<file path="config.mk">
export PLATFORM = sky130hd
export DESIGN_NAME = rv_alu_cell
export DESIGN_NICKNAME = d
export VERILOG_FILES = /design/src/hdl/rv_alu_pkg.sv /design/src/hdl/rv_alu_cell.sv
export SDC_FILE = /design/constraint.sdc
export NUM_CORES = 1
export LEC_CHECK = 0
export BUFFER_PORTS_ARGS = -buffer_cell sky130_fd_sc_hd__buf_2
export CAP_MARGIN = 20
export CORE_ASPECT_RATIO = 0.75
export CORE_MARGIN = 5
export CORE_UTILIZATION = 30
export CTS_BUF_LIST = sky130_fd_sc_hd__clkbuf_2
export CTS_CLUSTER_DIAMETER = 200
export DETAILED_ROUTE_END_ITERATION = 12
export PLACE_DENSITY = 0.59
export SETUP_SLACK_MARGIN = 0.15
export SLEW_MARGIN = 15
export SYNTH_ARGS = -nofsm -noshare
export SYNTH_HDL_FRONTEND = slang
export SYNTH_SLANG_ARGS = --single-unit
export TNS_END_PERCENT = 5
</file>
<file path="constraint.sdc">
create_clock -name clk_i -period 0.9 [get_ports clk_i]
set_input_delay 0.18 -clock clk_i [delete_from_list [all_inputs] [get_ports clk_i]]
set_output_delay 0.18 -clock clk_i [all_outputs]
set_load 0.02 [all_outputs]
</file>
<file path="src/hdl/rv_alu_pkg.sv">
// ----------------------------------------------------------------------------
// RV32IM ALU package
// Shared types, opcode constants and the request record passed down the chain.
// ----------------------------------------------------------------------------
package rv_alu_pkg;

  localparam int unsigned XLEN = 32;
  localparam int unsigned DIV_CELLS = 32;

  localparam logic [1:0] CLS_REG = 2'd0;
  localparam logic [1:0] CLS_IMM = 2'd1;
  localparam logic [1:0] CLS_BR = 2'd2;

  localparam logic [6:0] F7_BASE = 7'h00;
  localparam logic [6:0] F7_ALT = 7'h20;
  localparam logic [6:0] F7_MEXT = 7'h01;

  localparam logic [2:0] F3_ADD = 3'd0;
  localparam logic [2:0] F3_SLL = 3'd1;
  localparam logic [2:0] F3_SLT = 3'd2;
  localparam logic [2:0] F3_SLTU = 3'd3;
  localparam logic [2:0] F3_XOR = 3'd4;
  localparam logic [2:0] F3_SR = 3'd5;
  localparam logic [2:0] F3_OR = 3'd6;
  localparam logic [2:0] F3_AND = 3'd7;

  localparam logic [2:0] F3_BEQ = 3'd0;
  localparam logic [2:0] F3_BNE = 3'd1;
  localparam logic [2:0] F3_BLT = 3'd4;
  localparam logic [2:0] F3_BGE = 3'd5;
  localparam logic [2:0] F3_BLTU = 3'd6;
  localparam logic [2:0] F3_BGEU = 3'd7;

  localparam logic [2:0] F3_MUL = 3'd0;
  localparam logic [2:0] F3_MULH = 3'd1;
  localparam logic [2:0] F3_MULHSU = 3'd2;
  localparam logic [2:0] F3_MULHU = 3'd3;
  localparam logic [2:0] F3_DIV = 3'd4;
  localparam logic [2:0] F3_DIVU = 3'd5;
  localparam logic [2:0] F3_REM = 3'd6;

  // Request state carried from cell to cell.
  typedef struct packed {
    logic        is_div;
    logic        want_rem;
    logic        neg_q;
    logic        neg_r;
    logic        div_zero;
    logic [XLEN-1:0] a_raw;
    logic [XLEN-1:0] rem;
    logic [XLEN-1:0] quo;
    logic [XLEN-1:0] dvs;
    logic [XLEN-1:0] res;
    logic        taken;
    logic        bad;
  } req_t;

endpackage

</file>
<file path="src/hdl/rv_alu_cell.sv">
// ----------------------------------------------------------------------------
// RV32IM ALU divider cell
// One restoring division step per cell; the request moves on each cycle that en_i is high.
// ----------------------------------------------------------------------------
module rv_alu_cell (
  input  logic             clk_i,
  input  logic             rst_ni,
  input  logic             en_i,
  input  logic             vld_i,
  input  rv_alu_pkg::req_t req_i,
  output logic             vld_o,
  output rv_alu_pkg::req_t req_o
);
  import rv_alu_pkg::*;

  req_t        req_d, req_q;
  logic        vld_q;
  logic [32:0] trial, part;

  always_comb begin
    req_d = req_i;
    part = {req_i.rem, req_i.quo[31]};
    trial = part - {1'b0, req_i.dvs};
    if (req_i.is_div) begin
      if (!trial[32]) begin
        req_d.rem = trial[31:0];
        req_d.quo = {req_i.quo[30:0], 1'b1};
      end else begin
        req_d.rem = part[31:0];
        req_d.quo = {req_i.quo[30:0], 1'b0};
      end
    end
  end

  always_ff @(posedge clk_i or negedge rst_ni) begin
    if (!rst_ni) begin
      vld_q <= 1'b0;
    end else if (en_i) begin
      vld_q <= vld_i;
    end
  end

  always_ff @(posedge clk_i) begin
    if (en_i) begin
      req_q <= req_d;
    end
  end

  assign vld_o = vld_q;
  assign req_o = req_q;

endmodule

</file>
==> impl_metrics.ini <==
[outcome]
status = finished, violations left
violations = hold timing, setup timing

[finish]
antenna-diode-count = 0
area_growth_pct = 73.8
fillers = 2304
fin_nets = 1498
drive_above_1_share_pct = 45.9

[yosys]
synthCells = 602
synth_area_leaders = edfxtp_1 (62%), ha_1 (5.0%), mux2_2 (4.5%)
yosysTopAreaCell = edfxtp_1
yosysMostFrequentCell = edfxtp_1
yosysSeqAreaShare_pct = 62.3
syn-num-nets = 806
synth-edff-count = 167
ys_warn_count = 0
synthesis.area_um2 = 8090
synth_top_area_share_pct = 62.0
synth-seq-cells = 168
synthFlopType = edfxtp_1
synthArstFlopShare_pct = 0.595
synth.top_cells.by_count = edfxtp_1 (167), a21oi_1 (49), nor2_1 (48)
synth_cell_types = 61
synth_area_per_cell_um2 = 13.4

[clocking]
clock_path_buffers = 2
clk_pin_slew_ns = 0.30
clock_sinks = 168
clock_latency_ns = 0.74
cts_made_buffers = 17
cts_tree = yes
htreeDepth = 4
cts_root_buffer = clkbuf_2

[critical_path]
crit_path_max_fanout = 5
cp-end-kind = flip-flop
crit_path_start_kind = input port
cp_cell_sequence = buf_8 > inv_4 > ha_4 > a21o_1 > or3_4 > o21ai_4 > a21o_4 > a31oi_4 > o31a_4 > xor2_4 > buf_12 > buf_12 > mux2_4 > a21oi_2
worst-path-buf-inv = 4
slowest_delay_ns = 0.36
cp.required_ns = 1.51
worstPathArrival_ns = 2.72
crit_top_cell = buf_12
slowest_stage = or3_4
crit_family = compound AO/OA/AOI/OAI gates
critPathKind = in -> reg

[placement]
gp_congestion = 0.841
hpwlAfterDp_mm = 20.9
portBuffers = 338

[global_route]
grt_overflow_total = 0
grt_max_degree = 34
grt_pass1_vias = 7937
grtUsageTotal_pct = 18.7
antenna_found_initial = 4
grt_pass1_wl_mm = 44.4

[timing]
tightest_slew_ns = 0.448
slew_headroom_pct = 70.1
rsz0062_at_grt = yes
skew_ns = 0
fmax_ghz = 0.475
tns_ns = -142.63
fin_crit_ns = 2.10
worst_slack_ns = -1.20
finalSetupViolCount = 201
whs_ns = -0.355
fin_crit_sh_pct = 234
report.final.slew_viol_count = 0
finalHoldViolCount = 9

[die]
core_area_um2 = 26800
die_h_um = 152
die_x_um = 200
fp.dieArea_um2 = 30400
rows = 52
pin_count = 339
start_util_pct = 30.2

[hold_path]
hold_class = in -> reg

[detailed_routing]
ant_nets = 0
drtIter0Drc = 322
via_per_inst = 4.58
num_vias = 7587
drc_errors = 0
totalWireLength_mm = 29.8
wl_per_cell_um = 18.0
first_pass_iters = 5

[power]
p_sw_uw = 6910
peakVddDrop_v = 0.00115
swShare_pct = 33.5
leakage_uw = 0.00632
clock_power_share_pct = 20.9
power.internal_uw = 13700
power_density_nw_per_um2 = 1470
seq_power_share_pct = 46.7
comb_power_share_pct = 32.4

[run]
max_cap_viol_count = 0
metrics by stage:
stage	utilization [%]	cells	total power, uW	setup slack (ns)	cell area [um^2]
floorplan	-	602	12700	-1.83	8140
detailed placement	42.5	1419	15200	-2.06	11400
global route	52.4	1658	21800	-1.14	14100
CTS	51.8	1651	20800	-1.09	13900
finish	52.4	1658	20700	-1.20	14100
global placement	42.5	1419	15200	-2.03	11400
sequential cells by signal, indices dropped and copies added, names as in the netlist:
name and cells:
req_o 167, vld_o 1
worst paths after layout:
kind | from | to | slack, ns | cells past startpoint
max | req_i[39] | req_o[103] | -1.20 | 14
min | req_i[35] | req_o[35] | -0.35 | 1
max reg2reg | vld_o | vld_o | 0.08 | 1
min reg2reg | vld_o | vld_o | 0.63 | 1
max in group asynchronous | rst_ni | vld_o | 0.58 | 3
min in group asynchronous | rst_ni | vld_o | 0.23 | 3
final cells by class:
| cell class | instances | area, um^2 | share of cell area [%] |
|---|---|---|---|
| Timing Repair Buffer | 692 | 5230 | 37.2 |
| Clock inverter | 15 | 176 | 1.26 |
| Sequential cell | 168 | 5040 | 35.9 |
| Tap cell | 351 | 439 | 3.12 |
| Clock buffer | 17 | 85.1 | 0.605 |
| Inverter | 39 | 149 | 1.06 |
| Multi-Input combinational cell | 376 | 2940 | 20.9 |
power groups by stage:
stage,sequential (uW),clock [uW],combinational [uW]
2_1_floorplan,10700,0,1980
3_3_place_gp,9770,0,5410
3_5_place_dp,9780,0,5470
4_1_cts,9620,4610,6590
5_1_grt,9710,4920,7180
6_report,9640,4320,6700
logic make-up after synthesis:
logic type | Yosys count | synth area share (%)
adder cells (fa/ha/maj) | 33 | 5.20
AO/OA/AOI/OAI | 140 | 11.6
AND/OR/NAND/NOR | 115 | 6.51
flip-flops | 168 | 62.3
XOR/XNOR | 30 | 3.48
multiplexers | 58 | 7.86
buffers and inverters | 58 | 3.03
layer usage:
metal,global-route usage [%],wire length (um),vias up
li1,-,-,3661
met1,22.7,12400,3618
met2,32.8,14600,249
met3,4.82,1880,51
met4,5.66,852,8
met5,0,55,-
layout by cell type (no fill, tap or decap), drive strengths merged, types with 2 or more instances in the layout:
master         n
a31oi          5
a41o           2
dlygate4sd3  199
a21oi         53
mux2i         23
a211oi         3
nand2         30
mux2          35
edfxtp       167
a21boi         2
nand2b         3
a2bb2oi        3
nand3b         2
o21bai         2
o2bb2ai        2
xor2          12
o21a           3
and3           5
nor3           5
or3            4
nor2b          4
nand4          4
a221o          2
clkinv         8
nand3          3
a21o          23
buf          493
and4           2
xnor2         18
inv           45
clkbuf        17
o211ai         5
nor2          48
ha            32
o21ai         24
timing repair:
| action | 4_1_cts | 5_1_grt |
|---|---|---|
| gates cloned | 3 | 0 |
| pin swaps | 24 | 18 |
| buffers inserted | 4 | 1 |
| setup endpoints to repair | 202 | 202 |
| hold buffers | 193 | 6 |
| gates resized for setup | 50 | 32 |
| endpoints found under the hold margin | 336 | 47 |
Power figures use the tool's default switching activity.
