<file path="config.mk">
export PLATFORM = sky130hd
export DESIGN_NAME = rv_alu_front
export DESIGN_NICKNAME = d
export VERILOG_FILES = /design/src/hdl/rv_alu_pkg.sv /design/src/hdl/rv_alu_front.sv
export SDC_FILE = /design/constraint.sdc
export NUM_CORES = 1
export LEC_CHECK = 0
export ABC_CLOCK_PERIOD_IN_PS = 9800
export BUFFER_PORTS_ARGS = -buffer_cell sky130_fd_sc_hd__buf_2
export CELL_PAD_IN_SITES_DETAIL_PLACEMENT = 1
export CELL_PAD_IN_SITES_GLOBAL_PLACEMENT = 2
export CORE_MARGIN = 2
export CORE_UTILIZATION = 33
export DETAILED_ROUTE_END_ITERATION = 8
export GPL_TIMING_DRIVEN = 0
export PLACE_DENSITY_LB_ADDON = 0.12
export SYNTH_ARGS = -nofsm -noshare
export SYNTH_HDL_FRONTEND = slang
export SYNTH_SLANG_ARGS = --single-unit
</file>
<file path="constraint.sdc">
create_clock -name vclk -period 9.8
set_clock_uncertainty 0.05 [all_clocks]
set_input_delay 1.96 -clock vclk [all_inputs]
set_output_delay 1.96 -clock vclk [all_outputs]
set_load 0.05 [all_outputs]
</file>
<file path="src/hdl/rv_alu_pkg.sv">
// ----------------------------------------------------------------------------
// RV32IM ALU package
// Shared types, opcode constants and the request record passed down the chain.
// ----------------------------------------------------------------------------
package rv_alu_pkg;

  localparam int unsigned XLEN = 32;
  localparam int unsigned DIV_CELLS = 32;

  localparam logic [1:0] CLS_REG = 2'd0;
  localparam logic [1:0] CLS_IMM = 2'd1;
  localparam logic [1:0] CLS_BR = 2'd2;

  localparam logic [6:0] F7_BASE = 7'h00;
  localparam logic [6:0] F7_ALT = 7'h20;
  localparam logic [6:0] F7_MEXT = 7'h01;

  localparam logic [2:0] F3_ADD = 3'd0;
  localparam logic [2:0] F3_SLL = 3'd1;
  localparam logic [2:0] F3_SLT = 3'd2;
  localparam logic [2:0] F3_SLTU = 3'd3;
  localparam logic [2:0] F3_XOR = 3'd4;
  localparam logic [2:0] F3_SR = 3'd5;
  localparam logic [2:0] F3_OR = 3'd6;
  localparam logic [2:0] F3_AND = 3'd7;

  localparam logic [2:0] F3_BEQ = 3'd0;
  localparam logic [2:0] F3_BNE = 3'd1;
  localparam logic [2:0] F3_BLT = 3'd4;
  localparam logic [2:0] F3_BGE = 3'd5;
  localparam logic [2:0] F3_BLTU = 3'd6;
  localparam logic [2:0] F3_BGEU = 3'd7;

  localparam logic [2:0] F3_MUL = 3'd0;
  localparam logic [2:0] F3_MULH = 3'd1;
  localparam logic [2:0] F3_MULHSU = 3'd2;
  localparam logic [2:0] F3_MULHU = 3'd3;
  localparam logic [2:0] F3_DIV = 3'd4;
  localparam logic [2:0] F3_DIVU = 3'd5;
  localparam logic [2:0] F3_REM = 3'd6;

  // Request state carried from cell to cell.
  typedef struct packed {
    logic        is_div;
    logic        want_rem;
    logic        neg_q;
    logic        neg_r;
    logic        div_zero;
    logic [XLEN-1:0] a_raw;
    logic [XLEN-1:0] rem;
    logic [XLEN-1:0] quo;
    logic [XLEN-1:0] dvs;
    logic [XLEN-1:0] res;
    logic        taken;
    logic        bad;
  } req_t;

endpackage

</file>
<file path="src/hdl/rv_alu_front.sv">
// ----------------------------------------------------------------------------
// RV32IM ALU front end
// Decodes a request, computes the base results and the branch compare, flags
// multiply requests, and prepares the divider operands.
// ----------------------------------------------------------------------------
module rv_alu_front (
  input  logic [1:0]  func_i,
  input  logic [2:0]  funct3_i,
  input  logic [6:0]  funct7_i,
  input  logic [31:0] operand_a_i,
  input  logic [31:0] operand_b_i,
  output rv_alu_pkg::req_t req_o,
  output logic        is_mul_o,
  output logic [2:0]  mul_f3_o
);
  import rv_alu_pkg::*;

  logic [31:0] a, b, base_res, abs_a, abs_b;
  logic [4:0]  sh;
  logic        alt, lt, ltu, bad, mext, use_base, sgn_div;
  logic [32:0] sra_tmp;

  assign a = operand_a_i;
  assign b = operand_b_i;
  assign sh = b[4:0];
  assign lt = $signed(a) < $signed(b);
  assign ltu = a < b;
  assign sra_tmp = $signed({a[31], a}) >>> sh;

  always_comb begin
    bad = 1'b0;
    mext = 1'b0;
    use_base = 1'b0;
    alt = 1'b0;
    case (func_i)
      CLS_REG: begin
        if (funct7_i == F7_BASE) begin
          use_base = 1'b1;
        end else if (funct7_i == F7_ALT && (funct3_i == F3_ADD || funct3_i == F3_SR)) begin
          use_base = 1'b1;
          alt = 1'b1;
        end else if (funct7_i == F7_MEXT) begin
          mext = 1'b1;
        end else begin
          bad = 1'b1;
        end
      end
      CLS_IMM: begin
        if (funct3_i == F3_SLL) begin
          use_base = (funct7_i == F7_BASE);
          bad = (funct7_i != F7_BASE);
        end else if (funct3_i == F3_SR) begin
          use_base = (funct7_i == F7_BASE) || (funct7_i == F7_ALT);
          bad = !use_base;
          alt = (funct7_i == F7_ALT);
        end else begin
          use_base = 1'b1;
        end
      end
      CLS_BR: begin
        bad = (funct3_i == 3'd2) || (funct3_i == 3'd3);
      end
      default: begin
        bad = 1'b1;
      end
    endcase
  end

  always_comb begin
    case (funct3_i)
      F3_ADD:  base_res = alt ? a - b : a + b;
      F3_SLL:  base_res = a << sh;
      F3_SLT:  base_res = {31'd0, lt};
      F3_SLTU: base_res = {31'd0, ltu};
      F3_XOR:  base_res = a ^ b;
      F3_SR:   base_res = alt ? sra_tmp[31:0] : a >> sh;
      F3_OR:   base_res = a | b;
      default: base_res = a & b;
    endcase
  end

  assign sgn_div = !funct3_i[0];
  assign abs_a = (sgn_div && a[31]) ? -a : a;
  assign abs_b = (sgn_div && b[31]) ? -b : b;

  always_comb begin
    req_o = '0;
    req_o.bad = bad;
    req_o.a_raw = a;
    req_o.is_div = mext && funct3_i[2];
    req_o.want_rem = funct3_i[1];
    req_o.div_zero = (b == 32'd0);
    req_o.neg_q = sgn_div && (a[31] ^ b[31]);
    req_o.neg_r = sgn_div && a[31];
    req_o.quo = abs_a;
    req_o.dvs = abs_b;
    if (use_base) begin
      req_o.res = base_res;
    end
    if (func_i == CLS_BR && !bad) begin
      case (funct3_i)
        F3_BEQ:  req_o.taken = (a == b);
        F3_BNE:  req_o.taken = (a != b);
        F3_BLT:  req_o.taken = lt;
        F3_BGE:  req_o.taken = !lt;
        F3_BLTU: req_o.taken = ltu;
        F3_BGEU: req_o.taken = !ltu;
        default: req_o.taken = 1'b0;
      endcase
    end
  end

  assign is_mul_o = mext && !funct3_i[2];
  assign mul_f3_o = funct3_i;

endmodule

</file>
==> impl_metrics.yaml <==
logic_synthesis:
  synth_top_family_by_area: "compound AO/OA/AOI/OAI gates"
  synth.mux.area_fraction_pct: 15.2
  synthAdderAreaFrac_pct: 11.8
  yosys.area.top_type: "ha_1"
  synth_compound_area_share_pct: 32.2
  yosys-top-cells-count: "nor2_1, a21oi_1, nand2_1, o21ai_0, ha_1"
  yosysUniqueCellTypes: 88
  synth-simple-area-share_pct: 21.0
  synth_top_area_share_pct: 11.4
  synthCells: 1626
  yosysWarningCount: 0
  seq_area_frac_synth_pct: 0
  synthTopCellsByArea: "ha_1, mux4_2, a21oi_1, nor2_1, xnor2_1"
  synth_most_common_cell: "nor2_1"
  syn_area_per_cell_sq_um: 6.69
  netlist_area_sq_um: 10900
  synth_xor_area_share_pct: 6.44
sta:
  rsz0062_at_grt: "no"
  period_needed_ns: 9.56
  max_freq_mhz: 105
  slew_violations: 7
  setup_tns_ns: 0
  fin_crit_sh_pct: 97.6
  worst_pin_slew_ns: 1.54
  max_slew_margin_pct: -3.01
  finalSetupViolations: 0
  finalHoldViolCount: 0
grt:
  grt_antenna_before_repair: 0
  grt_max_degree: 14
  grt.overflow.total: 0
  grt_pass1_wl_um: 101000
  use_met2_pct: 63.1
  grt_pass1_vias: 14400
  track_usage_pct: 40.6
  use_met3_pct: 4.89
  grt_use_met1_pct: 54.4
  busiest_layer: "met2"
min_path:
  min_from: "funct3_i[1]"
  hp-class: "input pin to primary output"
drt:
  vias_per_cell: 6.33
  drt.antenna.violating_nets: 0
  vias: 14600
  wirelength_um: 71500
  route.detailed.drc: 0
  avgRoutedWirePerCell_um: 30.9
  drt_iter0_drc: 1623
  dr.pass1.iters: 5
worst_setup_path:
  arrival_ns: 7.55
  critPathMaxFanout: 11
  worst_ep_required_time_ns: 7.79
  cp-end-kind: "primary output"
  path_delay_family: "buffers and inverters"
  worst_path_most_repeated_cell: "buf_2"
  path_class: "input pin to primary output"
  crit_buf_inv: 6
  cp-start-kind: "input pin"
  worstPathCellList: "buf_2 -> buf_2 -> inv_1 -> clkbuf_1 -> buf_1 -> ha_1 -> nand3b_1 -> a211oi_2 -> o21ai_1 -> a2111oi_0 -> nor2_1 -> nor3_1 -> nor4_1 -> nand3b_1 -> a21oi_1 -> buf_2"
  cp_slowest_cell: "a2111oi_0"
  crit_path_max_incr_delay_ns: 1.10
  cp-startpoint: "operand_b_i[2]"
placed_design:
  post_dp_cell_area_sq_um: 12600
  place_hpwl_um: 58000
  gp_congestion: 1.05
  portBuffers: 214
power:
  vdd_ir_drop_max_mv: 0.0431
  power.leakage_nw: 5.54
  power_density_nw_per_um2: 73.6
status:
  violations: "max-capacitance violations, max-slew violations"
  status: "complete, but fails checks"
final_layout:
  seq_area_sq_um: 0
  final_area_sq_um: 12600
  nFillCells: 4368
  nClkBuffers: 0
  antennaDiodeCount: 0
  syn2layout_area_growth_pct: 16.2
  drive_above_1_share_pct: 21.1
  design.seq.count: 0
  nNetsFinal: 2051
  multiInputGateArea_sq_um: 9540
floorplanning:
  die_w_um: 186
  start_util_pct: 33.5
  io_pins: 247
  die_y_um: 186
  core-area_sq_um: 32500
  rows: 66
  die-area_sq_um: 34400
cts:
  post_cts_buffers: 0
  post_cts_resized: 0
  postCtsHoldBufs: 0
job:
  drv_cap: 1
[path summary, 6_finish.rpt]
path                      to  slack, ns  cells past startpoint
hold / removal    req_o[165]       4.17                      2
setup / recovery   req_o[30]       0.24                     16
[cell usage in the layout (no fill, tap or decap), types with 6 or more instances in the layout]
cell type and instances:
nand4_1 9, o221ai_1 8, o21bai_1 12, a211oi_1 29, conb_1 32, buf_1 16
a211o_1 6, xnor2_1 76, nor3_1 52, buf_2 237, mux2_2 6, nor2_1 205
ha_1 99, o211ai_1 23, clkbuf_1 83, a21o_1 22, o21ai_0 119, buf_4 72
o311ai_0 9, o31ai_1 16, nor2b_1 13, nor4_1 13, a221oi_1 12, o41ai_1 10
mux2i_1 47, nand2b_1 11, mux4_2 49, or3_1 19, o21a_1 7, inv_1 96
a31oi_1 32, nand2_1 125, a21oi_1 161, nand3_1 24
[report_power, final]
part | switching [mW] | internal [mW] | leakage (nW)
Clock | 0 | 0 | 0
Sequential | 0 | 0 | 0
Combinational | 0.667 | 0.263 | 5.54
Total | 0.667 | 0.263 | 5.54
[metal layers]
layer,share of wire (%),vias to the layer above,wire [um]
met5,0,-,0
met4,6.7,0,4770
met3,8.8,207,6280
met2,43,988,30600
met1,42,7127,29900
li1,-,6325,-
[metrics by stage]
stage	power [mW]	cells	hold WS (ns)	setup slack, ns	util (%)
CTS	0.904	2314	4.17	0.581	38.9
global route	0.969	2314	4.18	0.194	38.9
detailed placement	0.900	2314	4.17	0.603	38.9
global placement	0.894	2313	4.17	0.649	38.9
finish	0.930	2314	4.17	0.237	38.9
floorplan	0.608	1657	4.04	1.58	-
[cell type report]
type / count / area share [%]
well taps: 442 / 4.38
plain buffers: 199 / 8.61
repair buffers: 215 / 8.57
inverters: 98 / 2.91
multi-input cells: 1360 / 75.5
[kinds of logic after synthesis]
family / Yosys count
AND/OR/NAND/NOR: 504
multiplexers: 103
adder cells (fa/ha/maj): 101
buffers and inverters: 297
XOR/XNOR: 80
AO/OA/AOI/OAI: 540
other: 1
Note: power is estimated with default switching activity, not from simulation.
